## src/design/query_text_lexer_assert.svh

```systemverilog
// ----------------------------------------------------------------------------
// query_text_lexer assertion macros
// concurrent checks that compile away when SYNTHESIS is defined
// ----------------------------------------------------------------------------
`ifndef QUERY_TEXT_LEXER_ASSERT_SVH
`define QUERY_TEXT_LEXER_ASSERT_SVH

`ifndef SYNTHESIS
// property must hold at every clock edge outside reset
`define QTL_ASSERT(lbl, clk, rst_n, prop) \
  lbl: assert property (@(posedge clk) disable iff (!rst_n) prop) \
    else $error("query_text_lexer assertion failed");
// boolean expression must never be true outside reset
`define QTL_ASSERT_NEVER(lbl, clk, rst_n, expr) \
  `QTL_ASSERT(lbl, clk, rst_n, !(expr))
`else
`define QTL_ASSERT(lbl, clk, rst_n, prop)
`define QTL_ASSERT_NEVER(lbl, clk, rst_n, expr)
`endif

`endif

```

## src/design/qtl_pkg.sv

```systemverilog
// ----------------------------------------------------------------------------
// qtl_pkg
// item types, token kinds, scan modes and character classes of the lexer
// ----------------------------------------------------------------------------
package qtl_pkg;

  typedef enum logic [3:0] {
    KIND_EOF       = 4'd0,
    KIND_STAR      = 4'd1,
    KIND_DOT       = 4'd2,
    KIND_COMMA     = 4'd3,
    KIND_SEMICOLON = 4'd4,
    KIND_LPAREN    = 4'd5,
    KIND_RPAREN    = 4'd6,
    KIND_LBRACE    = 4'd7,
    KIND_RBRACE    = 4'd8,
    KIND_STRING    = 4'd9,
    KIND_NUMBER    = 4'd10,
    KIND_IDENT     = 4'd11,
    KIND_ERROR     = 4'd12
  } kind_e;

  typedef enum logic [6:0] {
    MODE_BETWEEN = 7'b000_0001,
    MODE_COMMENT = 7'b000_0010,
    MODE_STRING  = 7'b000_0100,
    MODE_NUMBER  = 7'b000_1000,
    MODE_IDENT   = 7'b001_0000,
    MODE_ERROR   = 7'b010_0000,
    MODE_DONE    = 7'b100_0000
  } mode_e;

  typedef struct packed {
    logic [7:0] ch;
    logic       final_char;
  } in_item_t;

  typedef struct packed {
    kind_e        kind;
    logic [63:0]  number_value;
    logic [15:0]  token_length;
    logic [31:0]  start_offset;
    logic [19:0]  start_line;
    logic [15:0]  start_column;
    logic         run_end;
  } out_item_t;

  localparam int unsigned GroupDepth = 3;

  // records caused by one character, in delivery order
  typedef struct packed {
    logic [1:0]                       cnt;
    out_item_t [GroupDepth-1:0]       rec;
  } group_t;

  localparam logic [19:0] LineMax = 20'hF_FFFF;
  localparam logic [15:0] ColMax  = 16'hFFFF;

  localparam logic [7:0] ChStar   = 8'h2A;
  localparam logic [7:0] ChDot    = 8'h2E;
  localparam logic [7:0] ChComma  = 8'h2C;
  localparam logic [7:0] ChSemi   = 8'h3B;
  localparam logic [7:0] ChLParen = 8'h28;
  localparam logic [7:0] ChRParen = 8'h29;
  localparam logic [7:0] ChLBrace = 8'h7B;
  localparam logic [7:0] ChRBrace = 8'h7D;
  localparam logic [7:0] ChHash   = 8'h23;
  localparam logic [7:0] ChUnder  = 8'h5F;
  localparam logic [7:0] ChZero   = 8'h30;
  localparam logic [7:0] ChNine   = 8'h39;
  localparam logic [7:0] ChLf     = 8'h0A;
  localparam logic [7:0] ChCr     = 8'h0D;
  localparam logic [7:0] ChTab    = 8'h09;
  localparam logic [7:0] ChSpace  = 8'h20;
  localparam logic [7:0] ChDquote = 8'h22;
  localparam logic [7:0] ChSquote = 8'h27;

  function automatic logic is_digit(input logic [7:0] c);
    return (c >= ChZero) && (c <= ChNine);
  endfunction

  function automatic logic is_alpha(input logic [7:0] c);
    return ((c >= 8'h61) && (c <= 8'h7A)) || ((c >= 8'h41) && (c <= 8'h5A));
  endfunction

  function automatic logic is_blank(input logic [7:0] c);
    return (c == ChSpace) || (c == ChTab) || (c == ChCr) || (c == ChLf);
  endfunction

  // KIND_EOF when the character is no punctuation token
  function automatic kind_e punct_kind(input logic [7:0] c);
    kind_e k;
    case (c)
      ChStar:   k = KIND_STAR;
      ChDot:    k = KIND_DOT;
      ChComma:  k = KIND_COMMA;
      ChSemi:   k = KIND_SEMICOLON;
      ChLParen: k = KIND_LPAREN;
      ChRParen: k = KIND_RPAREN;
      ChLBrace: k = KIND_LBRACE;
      ChRBrace: k = KIND_RBRACE;
      default:  k = KIND_EOF;
    endcase
    return k;
  endfunction

endpackage

```

## src/design/qtl_scan.sv

```systemverilog
// ----------------------------------------------------------------------------
// qtl_scan
// lexer state and one-character step, producing the record group per item
// ----------------------------------------------------------------------------
module qtl_scan #(
  parameter int unsigned LENGTH_BITS = 16,
  parameter int unsigned OFFSET_BITS = 32
) (
  input  logic              clk_i,
  input  logic              rst_ni,
  input  logic              take_i,
  input  qtl_pkg::in_item_t item_i,
  output qtl_pkg::group_t   group_o
);
  import qtl_pkg::*;

  localparam logic [LENGTH_BITS-1:0] LenMax = {LENGTH_BITS{1'b1}};

  mode_e                  mode_q, mode_d;
  logic [7:0]             quote_q, quote_d;
  logic [63:0]            val_q, val_d;
  logic [LENGTH_BITS-1:0] len_q, len_d, len_inc;
  logic [OFFSET_BITS-1:0] pos_q, pos_d;
  logic [19:0]            line_q, line_d;
  logic [15:0]            col_q, col_d;
  logic [OFFSET_BITS-1:0] soff_q, soff_d;
  logic [19:0]            sline_q, sline_d;
  logic [15:0]            scol_q, scol_d;

  logic [7:0]  c;
  logic        fin, active, done;
  logic [63:0] val_step;
  kind_e       pk;
  logic        a_v, b_v, p_v, e_v;
  kind_e       a_kind, b_kind, p_kind;
  out_item_t   cand [4];
  logic        cv   [4];
  out_item_t   slot [4];
  logic [2:0]  n;

  assign c        = item_i.ch;
  assign fin      = item_i.final_char;
  assign pk       = punct_kind(c);
  assign len_inc  = (len_q == LenMax) ? len_q : len_q + LENGTH_BITS'(1);
  // value * 10 + digit, as two shifted copies
  assign val_step = {val_q[60:0], 3'b000} + {val_q[62:0], 1'b0} + {56'd0, c - ChZero};

  always_comb begin
    mode_d  = mode_q;
    quote_d = quote_q;
    val_d   = val_q;
    len_d   = len_q;
    pos_d   = pos_q;
    line_d  = line_q;
    col_d   = col_q;
    soff_d  = soff_q;
    sline_d = sline_q;
    scol_d  = scol_q;
    a_v     = 1'b0;
    a_kind  = KIND_EOF;
    b_v     = 1'b0;
    b_kind  = KIND_EOF;
    p_v     = 1'b0;
    p_kind  = KIND_EOF;
    e_v     = 1'b0;
    done    = 1'b0;
    active  = take_i && (mode_q != MODE_ERROR) && (mode_q != MODE_DONE);

    if (active) begin
      // continue or close the token in progress
      case (mode_q)
        MODE_NUMBER: begin
          if (is_digit(c) || (c == ChUnder)) begin
            if (c != ChUnder) val_d = val_step;
            len_d = len_inc;
            done  = 1'b1;
          end else begin
            a_v    = 1'b1;
            a_kind = KIND_NUMBER;
            mode_d = MODE_BETWEEN;
          end
        end
        MODE_IDENT: begin
          if (is_alpha(c) || is_digit(c) || (c == ChUnder)) begin
            len_d = len_inc;
            done  = 1'b1;
          end else begin
            a_v    = 1'b1;
            a_kind = KIND_IDENT;
            mode_d = MODE_BETWEEN;
          end
        end
        MODE_STRING: begin
          if (c == quote_q) begin
            a_v    = 1'b1;
            a_kind = KIND_STRING;
            mode_d = MODE_BETWEEN;
          end else begin
            len_d = len_inc;
          end
          done = 1'b1;
        end
        MODE_COMMENT: begin
          if (c == ChLf) mode_d = MODE_BETWEEN;
          else           done   = 1'b1;
        end
        default: ;
      endcase

      // start of a new token
      if (!done && (mode_d == MODE_BETWEEN)) begin
        if (is_blank(c)) begin
          mode_d = MODE_BETWEEN;
        end else if (c == ChHash) begin
          mode_d = MODE_COMMENT;
        end else begin
          soff_d  = pos_q;
          sline_d = line_q;
          scol_d  = col_q;
          if (pk != KIND_EOF) begin
            b_v    = 1'b1;
            b_kind = pk;
          end else if ((c == ChDquote) || (c == ChSquote)) begin
            quote_d = c;
            len_d   = '0;
            mode_d  = MODE_STRING;
          end else if (is_digit(c)) begin
            val_d  = {56'd0, c - ChZero};
            len_d  = LENGTH_BITS'(1);
            mode_d = MODE_NUMBER;
          end else if (is_alpha(c)) begin
            val_d  = '0;
            len_d  = LENGTH_BITS'(1);
            mode_d = MODE_IDENT;
          end else begin
            b_v    = 1'b1;
            b_kind = KIND_ERROR;
            mode_d = MODE_ERROR;
          end
        end
      end

      // position tracking
      if (c == ChLf) begin
        if (line_q != LineMax) line_d = line_q + 20'd1;
        col_d = 16'd1;
      end else if (col_q != ColMax) begin
        col_d = col_q + 16'd1;
      end
      pos_d = pos_q + OFFSET_BITS'(1);

      // end of input
      if (fin && (mode_d != MODE_ERROR)) begin
        if (mode_d == MODE_STRING) begin
          p_v    = 1'b1;
          p_kind = KIND_ERROR;
          mode_d = MODE_ERROR;
        end else begin
          if (mode_d == MODE_NUMBER) begin
            p_v    = 1'b1;
            p_kind = KIND_NUMBER;
          end else if (mode_d == MODE_IDENT) begin
            p_v    = 1'b1;
            p_kind = KIND_IDENT;
          end
          e_v    = 1'b1;
          mode_d = MODE_DONE;
        end
      end
    end
  end

  // candidate records in emission order
  always_comb begin
    cand[0].kind         = a_kind;
    cand[0].number_value = (a_kind == KIND_NUMBER) ? val_q : 64'd0;
    cand[0].token_length = 16'(len_q);
    cand[0].start_offset = 32'(soff_q);
    cand[0].start_line   = sline_q;
    cand[0].start_column = scol_q;
    cand[0].run_end      = 1'b0;
    cv[0]                = a_v;

    cand[1].kind         = b_kind;
    cand[1].number_value = 64'd0;
    cand[1].token_length = 16'd1;
    cand[1].start_offset = 32'(pos_q);
    cand[1].start_line   = line_q;
    cand[1].start_column = col_q;
    cand[1].run_end      = 1'b0;
    cv[1]                = b_v;

    cand[2].kind         = p_kind;
    cand[2].number_value = (p_kind == KIND_NUMBER) ? val_d : 64'd0;
    cand[2].token_length = 16'(len_d);
    cand[2].start_offset = 32'(soff_d);
    cand[2].start_line   = sline_d;
    cand[2].start_column = scol_d;
    cand[2].run_end      = 1'b0;
    cv[2]                = p_v;

    cand[3].kind         = KIND_EOF;
    cand[3].number_value = 64'd0;
    cand[3].token_length = 16'd0;
    cand[3].start_offset = 32'(pos_d);
    cand[3].start_line   = line_d;
    cand[3].start_column = col_d;
    cand[3].run_end      = 1'b0;
    cv[3]                = e_v;
  end

  // pack valid candidates to the front, at most three ever valid
  always_comb begin
    for (int i = 0; i < 4; i++) slot[i] = cand[3];
    n = 3'd0;
    for (int i = 0; i < 4; i++) begin
      if (cv[i]) begin
        slot[n[1:0]] = cand[i];
        n            = n + 3'd1;
      end
    end
    group_o.cnt = n[1:0];
    for (int i = 0; i < GroupDepth; i++) begin
      group_o.rec[i]         = slot[i];
      group_o.rec[i].run_end = (3'(i) + 3'd1) == n;
    end
  end

  always_ff @(posedge clk_i or negedge rst_ni) begin
    if (!rst_ni) begin
      mode_q  <= MODE_BETWEEN;
      quote_q <= '0;
      val_q   <= '0;
      len_q   <= '0;
      pos_q   <= '0;
      line_q  <= 20'd1;
      col_q   <= '0;
      soff_q  <= '0;
      sline_q <= 20'd1;
      scol_q  <= '0;
    end else if (active) begin
      mode_q  <= mode_d;
      quote_q <= quote_d;
      val_q   <= val_d;
      len_q   <= len_d;
      pos_q   <= pos_d;
      line_q  <= line_d;
      col_q   <= col_d;
      soff_q  <= soff_d;
      sline_q <= sline_d;
      scol_q  <= scol_d;
    end
  end

endmodule

```

## src/design/qtl_group_buf.sv

```systemverilog
// ----------------------------------------------------------------------------
// qtl_group_buf
// result register holding the records of one character, sent one per cycle unless stalled
// ----------------------------------------------------------------------------
module qtl_group_buf (
  input  logic               clk_i,
  input  logic               rst_ni,
  input  logic               load_i,
  input  qtl_pkg::group_t    group_i,
  output logic               free_o,
  output logic               out_valid_o,
  input  logic               out_stall_i,
  output qtl_pkg::out_item_t out_item_o
);
  import qtl_pkg::*;

  out_item_t [GroupDepth-1:0] rec_q;
  logic [1:0]                 rd_q;
  logic [1:0]                 left_q;
  logic                       pop;

  assign out_valid_o = (left_q != 2'd0);
  assign out_item_o  = rec_q[rd_q];
  assign pop         = out_valid_o && !out_stall_i;
  // free when empty or the last record leaves at this edge
  assign free_o      = (left_q == 2'd0) || ((left_q == 2'd1) && pop);

  always_ff @(posedge clk_i) begin
    if (load_i) rec_q <= group_i.rec;
  end

  always_ff @(posedge clk_i or negedge rst_ni) begin
    if (!rst_ni) begin
      rd_q   <= '0;
      left_q <= '0;
    end else if (load_i) begin
      rd_q   <= '0;
      left_q <= group_i.cnt;
    end else if (pop) begin
      rd_q   <= rd_q + 2'd1;
      left_q <= left_q - 2'd1;
    end
  end

endmodule

```

## src/design/query_text_lexer.sv

```systemverilog
// ----------------------------------------------------------------------------
// query_text_lexer
// result path: the first record of a character is offered from the result register;
//   the input register holds it, then the scan step loads its group there once free
// throughput: one character per cycle while the output is not stalled and each
//   yields at most one record; otherwise the next waits for the last record to leave
// reset: asynchronous, active low; scanning restarts between tokens at line 1
// ----------------------------------------------------------------------------
`include "query_text_lexer_assert.svh"

module query_text_lexer #(
  parameter int unsigned LENGTH_BITS = 16,
  parameter int unsigned OFFSET_BITS = 32
) (
  input  logic               clk_i,
  input  logic               rst_ni,
  input  logic               in_valid_i,
  output logic               in_stall_o,
  input  qtl_pkg::in_item_t  in_item_i,
  output logic               out_valid_o,
  input  logic               out_stall_i,
  output qtl_pkg::out_item_t out_item_o
);
  import qtl_pkg::*;

  // input register
  logic     in_valid_q;
  in_item_t in_item_q;

  // scan step and result register handshake
  logic   take;
  logic   buf_free;
  group_t group;

  // a waiting character moves on once the result register can take its group
  assign take       = in_valid_q && buf_free;
  assign in_stall_o = in_valid_q && !take;

  always_ff @(posedge clk_i or negedge rst_ni) begin
    if (!rst_ni) begin
      in_valid_q <= 1'b0;
    end else if (!in_stall_o) begin
      in_valid_q <= in_valid_i;
    end
  end

  // payload only, loads with each accepted item
  always_ff @(posedge clk_i) begin
    if (in_valid_i && !in_stall_o) in_item_q <= in_item_i;
  end

  // lexer state and per-character step
  qtl_scan #(
    .LENGTH_BITS (LENGTH_BITS),
    .OFFSET_BITS (OFFSET_BITS)
  ) u_scan (
    .clk_i   (clk_i),
    .rst_ni  (rst_ni),
    .take_i  (take),
    .item_i  (in_item_q),
    .group_o (group)
  );

  // up to three records per character, drained in order
  qtl_group_buf u_group_buf (
    .clk_i       (clk_i),
    .rst_ni      (rst_ni),
    .load_i      (take),
    .group_i     (group),
    .free_o      (buf_free),
    .out_valid_o (out_valid_o),
    .out_stall_i (out_stall_i),
    .out_item_o  (out_item_o)
  );

  // the input only stalls while a character waits in the input register
  `QTL_ASSERT_NEVER(a_stall_needs_item, clk_i, rst_ni, in_stall_o && !in_valid_q)
  // eof and error records always close the run of their character
  `QTL_ASSERT(a_terminal_is_last, clk_i, rst_ni, (out_valid_o && ((out_item_o.kind == KIND_EOF) || (out_item_o.kind == KIND_ERROR))) |-> out_item_o.run_end)
  // nothing follows a delivered eof
  `QTL_ASSERT(a_quiet_after_eof, clk_i, rst_ni, (out_valid_o && !out_stall_i && (out_item_o.kind == KIND_EOF)) |=> !out_valid_o)

endmodule

```

## config.mk

```make
export PLATFORM = sky130hd
export DESIGN_NAME = query_text_lexer
export DESIGN_NICKNAME = d
export VERILOG_FILES = /design/src/design/qtl_pkg.sv /design/src/design/qtl_scan.sv /design/src/design/qtl_group_buf.sv /design/src/design/query_text_lexer.sv
export VERILOG_INCLUDE_DIRS = /design/src /design/src/design
export SDC_FILE = /design/constraint.sdc
export NUM_CORES = 2
export LEC_CHECK = 0
export ABC_AREA = 1
export BUFFER_PORTS_ARGS = -buffer_cell sky130_fd_sc_hd__buf_2
export CORE_MARGIN = 2
export CORE_UTILIZATION = 63
export DETAILED_ROUTE_END_ITERATION = 8
export GPL_ROUTABILITY_DRIVEN = 0
export PLACE_DENSITY = 0.9
export SYNTH_ARGS = -nofsm -noshare
export SYNTH_HDL_FRONTEND = slang
export SYNTH_SLANG_ARGS = --single-unit
export TNS_END_PERCENT = 5
```

## constraint.sdc

```tcl
create_clock -name clk_i -period 30.9 [get_ports clk_i]
set_input_delay 3.09 -clock clk_i [delete_from_list [all_inputs] [get_ports clk_i]]
set_output_delay 3.09 -clock clk_i [all_outputs]
set_load 0.03 [all_outputs]
```

==> tab_implementation.tex <==
\begin{tabular}{lr}
\hline
Metric & Value \\
\hline
\multicolumn{2}{l}{\textbf{Synthesis}} \\
Multiplexer share of the synthesized area & 0 \\
Number of warnings printed during yosys synthesis & 0 \\
Count of cell types in the netlist & 59 \\
Complex-gate fraction of the synthesized area & 0.174 \\
XOR/XNOR Fraction of Synth Area & 0.0138 \\
Adder-cell area share of the yosys netlist & 0.0422 \\
Total of flip-flops plus latches after synthesis & 704 \\
Main area contributors after synthesis & sky130\_fd\_sc\_hd\_\_edfxtp\_1 33\%, sky130\_fd\_sc\_hd\_\_dfrtp\_1 14\%, sky130\_fd\_sc\_hd\_\_nand2\_1 8.2\% \\
Area share of and/or/nand/nor cells after synthesis & 0.223 \\
Syn nets & 5585 \\
Largest family of logic cells by synthesized area & simple AND/OR/NAND/NOR gates \\
Count of mapped cells out of synthesis & 5430 \\
Average cell area after synthesis & 7.94 um2 \\
Area fraction of the dominant cell type after synthesis & 0.326 \\
Proportion of synthesized chip area in sequential cells & 0.463 \\
Synth area leader & sky130\_fd\_sc\_hd\_\_edfxtp\_1 \\
Synthesized cell area & 43100 um2 \\
\multicolumn{2}{l}{\textbf{Critical path}} \\
Type of the worst setup path & primary input to register \\
Worst r2r src & u\_scan.mode\_q[5] \\
Maximum fanout along the worst path & between 150 and 200 \\
Critical path buffer and inverter count & 10 \\
Number of cell instances on the worst register-to-register path & 26 \\
Endpoint kind of the worst setup timing path & register \\
Data required time at the worst endpoint & 31.29 ns \\
Data arrival time of the critical path & 10.34 ns \\
Slowest cell on the critical path & sky130\_fd\_sc\_hd\_\_buf\_4 \\
Worst Setup Start Kind & primary input \\
Crit-path cells & buf\_2, inv\_1, a21oi\_1, nor2\_4, buf\_12, nand2\_2, inv\_2, nand2\_1, inv\_1, nand2\_1, nand2\_1, buf\_4, inv\_1, ha\_1, nand3\_4, nand2\_1, inv\_1, ha\_1, nand2\_4, buf\_4, nand2\_1, o22ai\_1, inv\_1 \\
Slowest cell delay on critical path & 0.85 ns \\
Critical R2R Capture & u\_group\_buf.rec\_q[181] \\
Slack of the worst reg-to-reg path & roughly 23 ns \\
Cell type group with the largest total delay on the critical path & buffers and inverters \\
\multicolumn{2}{l}{\textbf{Clock network}} \\
H-tree levels & 3 \\
Clk Latency, worst-skew pair & 0.66 ns \\
CTS-repair resized insts & 0 \\
Number of sinks on the clock net & 704 \\
Number of hold buffers added after CTS & 0 \\
CTS Buf Count & 76 \\
Maximum clock insertion buffer count & 3 \\
Post-CTS Setup Inserts & 0 \\
Root Buffer & sky130\_fd\_sc\_hd\_\_clkbuf\_16 \\
Clock transition time at the flip-flop clock pins of the worst setup and hold paths & 0.06 ns \\
TritonCTS clock tree & done \\
\multicolumn{2}{l}{\textbf{Timing}} \\
Worst relative slew slack & 0.0663 \\
Maximum achievable frequency & 101 MHz \\
Unrepaired setup endpoints after global routing & false \\
Post-route worst hold slack & 0.478 ns \\
Final setup violation count & 0 \\
Number of endpoints with negative hold slack in the final report & 0 \\
Final number of max-transition violations & 0 \\
Transition at the pin with the smallest max-transition slack & 1.40 ns \\
Final-layout setup total negative slack & 0 ns \\
Final critical-path share of the clock period & 0.322 \\
Clock Skews & 0.0368 ns \\
Minimum period implied by the final worst setup slack & around 9.9 ns \\
\multicolumn{2}{l}{\textbf{Min path}} \\
Hold Path End & u\_scan.quote\_q[1] \\
Worst hold path stage count & 2 \\
Origin of the worst min-delay path & u\_scan.quote\_q[1] \\
Worst hold-check path type & register to register \\
\multicolumn{2}{l}{\textbf{Power}} \\
Pint & 2.52 mW \\
Net Switching & $\sim$2.2 mW \\
Portion of total power attributed to sequential cells & 0.340 \\
Clock share of power & 0.202 \\
Peak supply drop & 104 uV \\
Reported leakage power & 20.1 nW \\
Sw Ratio & 0.464 \\
Pwr Density & 101 nW/um2 \\
Combinational group share of total power & 0.457 \\
\multicolumn{2}{l}{\textbf{Floorplanning}} \\
Placement Rows & 95 \\
DIE AREA & 70600 um2 \\
Starting utilization of the core area & 0.639 \\
Number of I/O pins & approximately 170 \\
Y dimension of the die & roughly 270 um \\
Die X-Extent & 266 um \\
Placeable core region & $\sim$68000 um2 \\
\multicolumn{2}{l}{\textbf{GRT}} \\
Wire length of the first global-routing pass & between 200000 and 250000 um \\
Vias in the first global route & 38377 \\
GRT Overall Usage & 0.358 \\
Global route total overflow & 0 \\
Initial antenna violation count & 6 \\
Maximum number of pins on one net before global-route repair & 207 \\
\multicolumn{2}{l}{\textbf{Cells and area}} \\
Combined flip-flop and latch cell area & 20000 um2 \\
Post-Layout Cell Count & 6344 \\
Commonest non-fill, non-tap cells in the layout & 938 x sky130\_fd\_sc\_hd\_\_nand2\_1, 799 x sky130\_fd\_sc\_hd\_\_nor2\_1, 570 x sky130\_fd\_sc\_hd\_\_inv\_1, 468 x sky130\_fd\_sc\_hd\_\_edfxtp\_1, 460 x sky130\_fd\_sc\_hd\_\_o21ai\_0 \\
Final std cell area, no fill & 46700 um2 \\
Proportion of layout cells with a drive suffix above 1 & 0.0817 \\
Most frequent standard cell in the layout excluding fill and tap cells & sky130\_fd\_sc\_hd\_\_nand2\_1 \\
Area grow syn2layout & 8.30\% \\
Fill count & 4920 \\
Final Net Count & 5563 \\
Area of the multi-input gates & between 15000 and 20000 um2 \\
\multicolumn{2}{l}{\textbf{Place}} \\
Count of port buffers added during placement & about 170 \\
Area of placed instances & 44100 um2 \\
HPWL reported at the end of detailed placement & 80900 um \\
Number of placed cells counting well taps & 6203 \\
\multicolumn{2}{l}{\textbf{Routing}} \\
Total Routed Length & 129000 um \\
Number of violations reported at the end of detailed-routing iteration 0 & 6392 \\
Antenna-violating nets left & 0 \\
Routed wire length per instance & slightly above 20 um \\
Detail-routed via count per cell & 6.47 \\
Via count & 41014 \\
Pre-Repair DR Iteration Count & 8 \\
DRC violation count after routing & 0 \\
\multicolumn{2}{l}{\textbf{Outcome}} \\
Outcome & finished clean \\
\multicolumn{2}{l}{\textbf{Job}} \\
Number of max-cap violations & 0 \\
\hline
\end{tabular}
[sequential cells by signal, indices dropped and copies added, names as in the netlist]
| name | cells |
|---|---|
| u_scan.val_q | 64 |
| u_scan.pos_q | 32 |
| u_scan.line_q | 20 |
| u_scan.col_q | 16 |
| u_scan.quote_q | 8 |
| u_scan.sline_q | 20 |
| u_group_buf.rec_q | 459 |
| u_group_buf.left_q | 2 |
| in_item_q | 9 |
| in_valid_q | 1 |
| u_scan.scol_q | 16 |
| u_scan.soff_q | 32 |
| u_group_buf.rd_q | 2 |
| u_scan.len_q | 16 |
| u_scan.mode_q | 7 |
[layout make-up]
cell class                      instances  area share
Clock inverter                         34     0.00943
Sequential cell                       704       0.427
Timing Repair Buffer                  203      0.0247
Inverter                              605      0.0488
Antenna cell                            1   0.0000536
Clock buffer                          106      0.0457
Multi-Input combinational cell       3818       0.420
Tap cell                              873      0.0234
[routing by layer]
layer	up-vias	GRT usage	wire, um
li1	18386	-	-
met1	19083	0.495	49400
met2	3101	0.541	56200
met3	438	0.0968	18500
met4	6	0.138	4680
met5	-	0	40
[per-stage QoR]
step	util	setup slack [ns]	power, mW
5_1_grt	0.692	20.67	4.91
2_1_floorplan	-	3.53	3.26
3_5_place_dp	0.654	20.72	3.68
4_1_cts	0.692	21.31	4.63
6_report	0.692	20.96	4.71
3_3_place_gp	0.654	21.15	3.61
[cells by family (layout without fill, tap and decap cells)]
| family | after synthesis | count (layout) |
|---|---|---|
| simple gates | 2302 | 2302 |
| compound gates | 1306 | 1306 |
| buf+inv | 908 | 948 |
| flops | 704 | 704 |
| fa+ha+maj | 142 | 142 |
| xor+xnor | 68 | 68 |
| other cells | 0 | 1 |
[synthesized netlist by cell type, drive strengths merged]
cell     instances
a2111oi          1
or2             39
a21oi          344
a21boi           5
o221a            2
o21a            19
nand4           29
nor2           820
ha             136
inv            601
and3             5
nor3            70
edfxtp         468
o2bb2ai          3
o2111ai          1
clkinv           4
a21o             7
fa               6
o21bai          20
xnor2           12
dfrtp          233
a31oi           24
dfstp            3
o22ai          106
nor4            13
nand2          956
a311oi           1
xor2            56
o21ai          521
o32ai            2
o211a            2
o31ai          156
nand3b           5
a22oi           18
o211ai          66
nand3          364
clkbuf         162
a221oi           2
or4              1
buf            141
o221ai           3
a211oi           3
[power by group through the flow]
stage / Clock [mW] / Combinational [mW] / Sequential, mW
floorplan: 0 / 1.49 / 1.76
global placement: 0 / 2.02 / 1.59
detailed placement: 0 / 2.08 / 1.60
CTS: 0.946 / 2.10 / 1.59
global route: 0.985 / 2.30 / 1.62
finish: 0.951 / 2.15 / 1.60
[worst max path at each step]
stage,to,depth (start not counted),from,slack [ns]
final,u_group_buf.rec_q[181],23,out_stall_i,20.96
after global routing,u_group_buf.rec_q[181],23,out_stall_i,20.67
after CTS,u_group_buf.rec_q[188],23,out_stall_i,21.31
after detailed placement,u_group_buf.rec_q[192],23,out_stall_i,20.72
after global placement,u_group_buf.rec_q[188],23,out_stall_i,21.15
after floorplan,u_group_buf.rec_q[345],20,out_stall_i,3.53
[worst min-delay path, stage by stage, from the launching register on]
cell and delay, ns:
sky130_fd_sc_hd__dfrtp_1 0.34, sky130_fd_sc_hd__inv_1 0.05, sky130_fd_sc_hd__nand2_1 0.06
(Power assumes the default switching activity.)
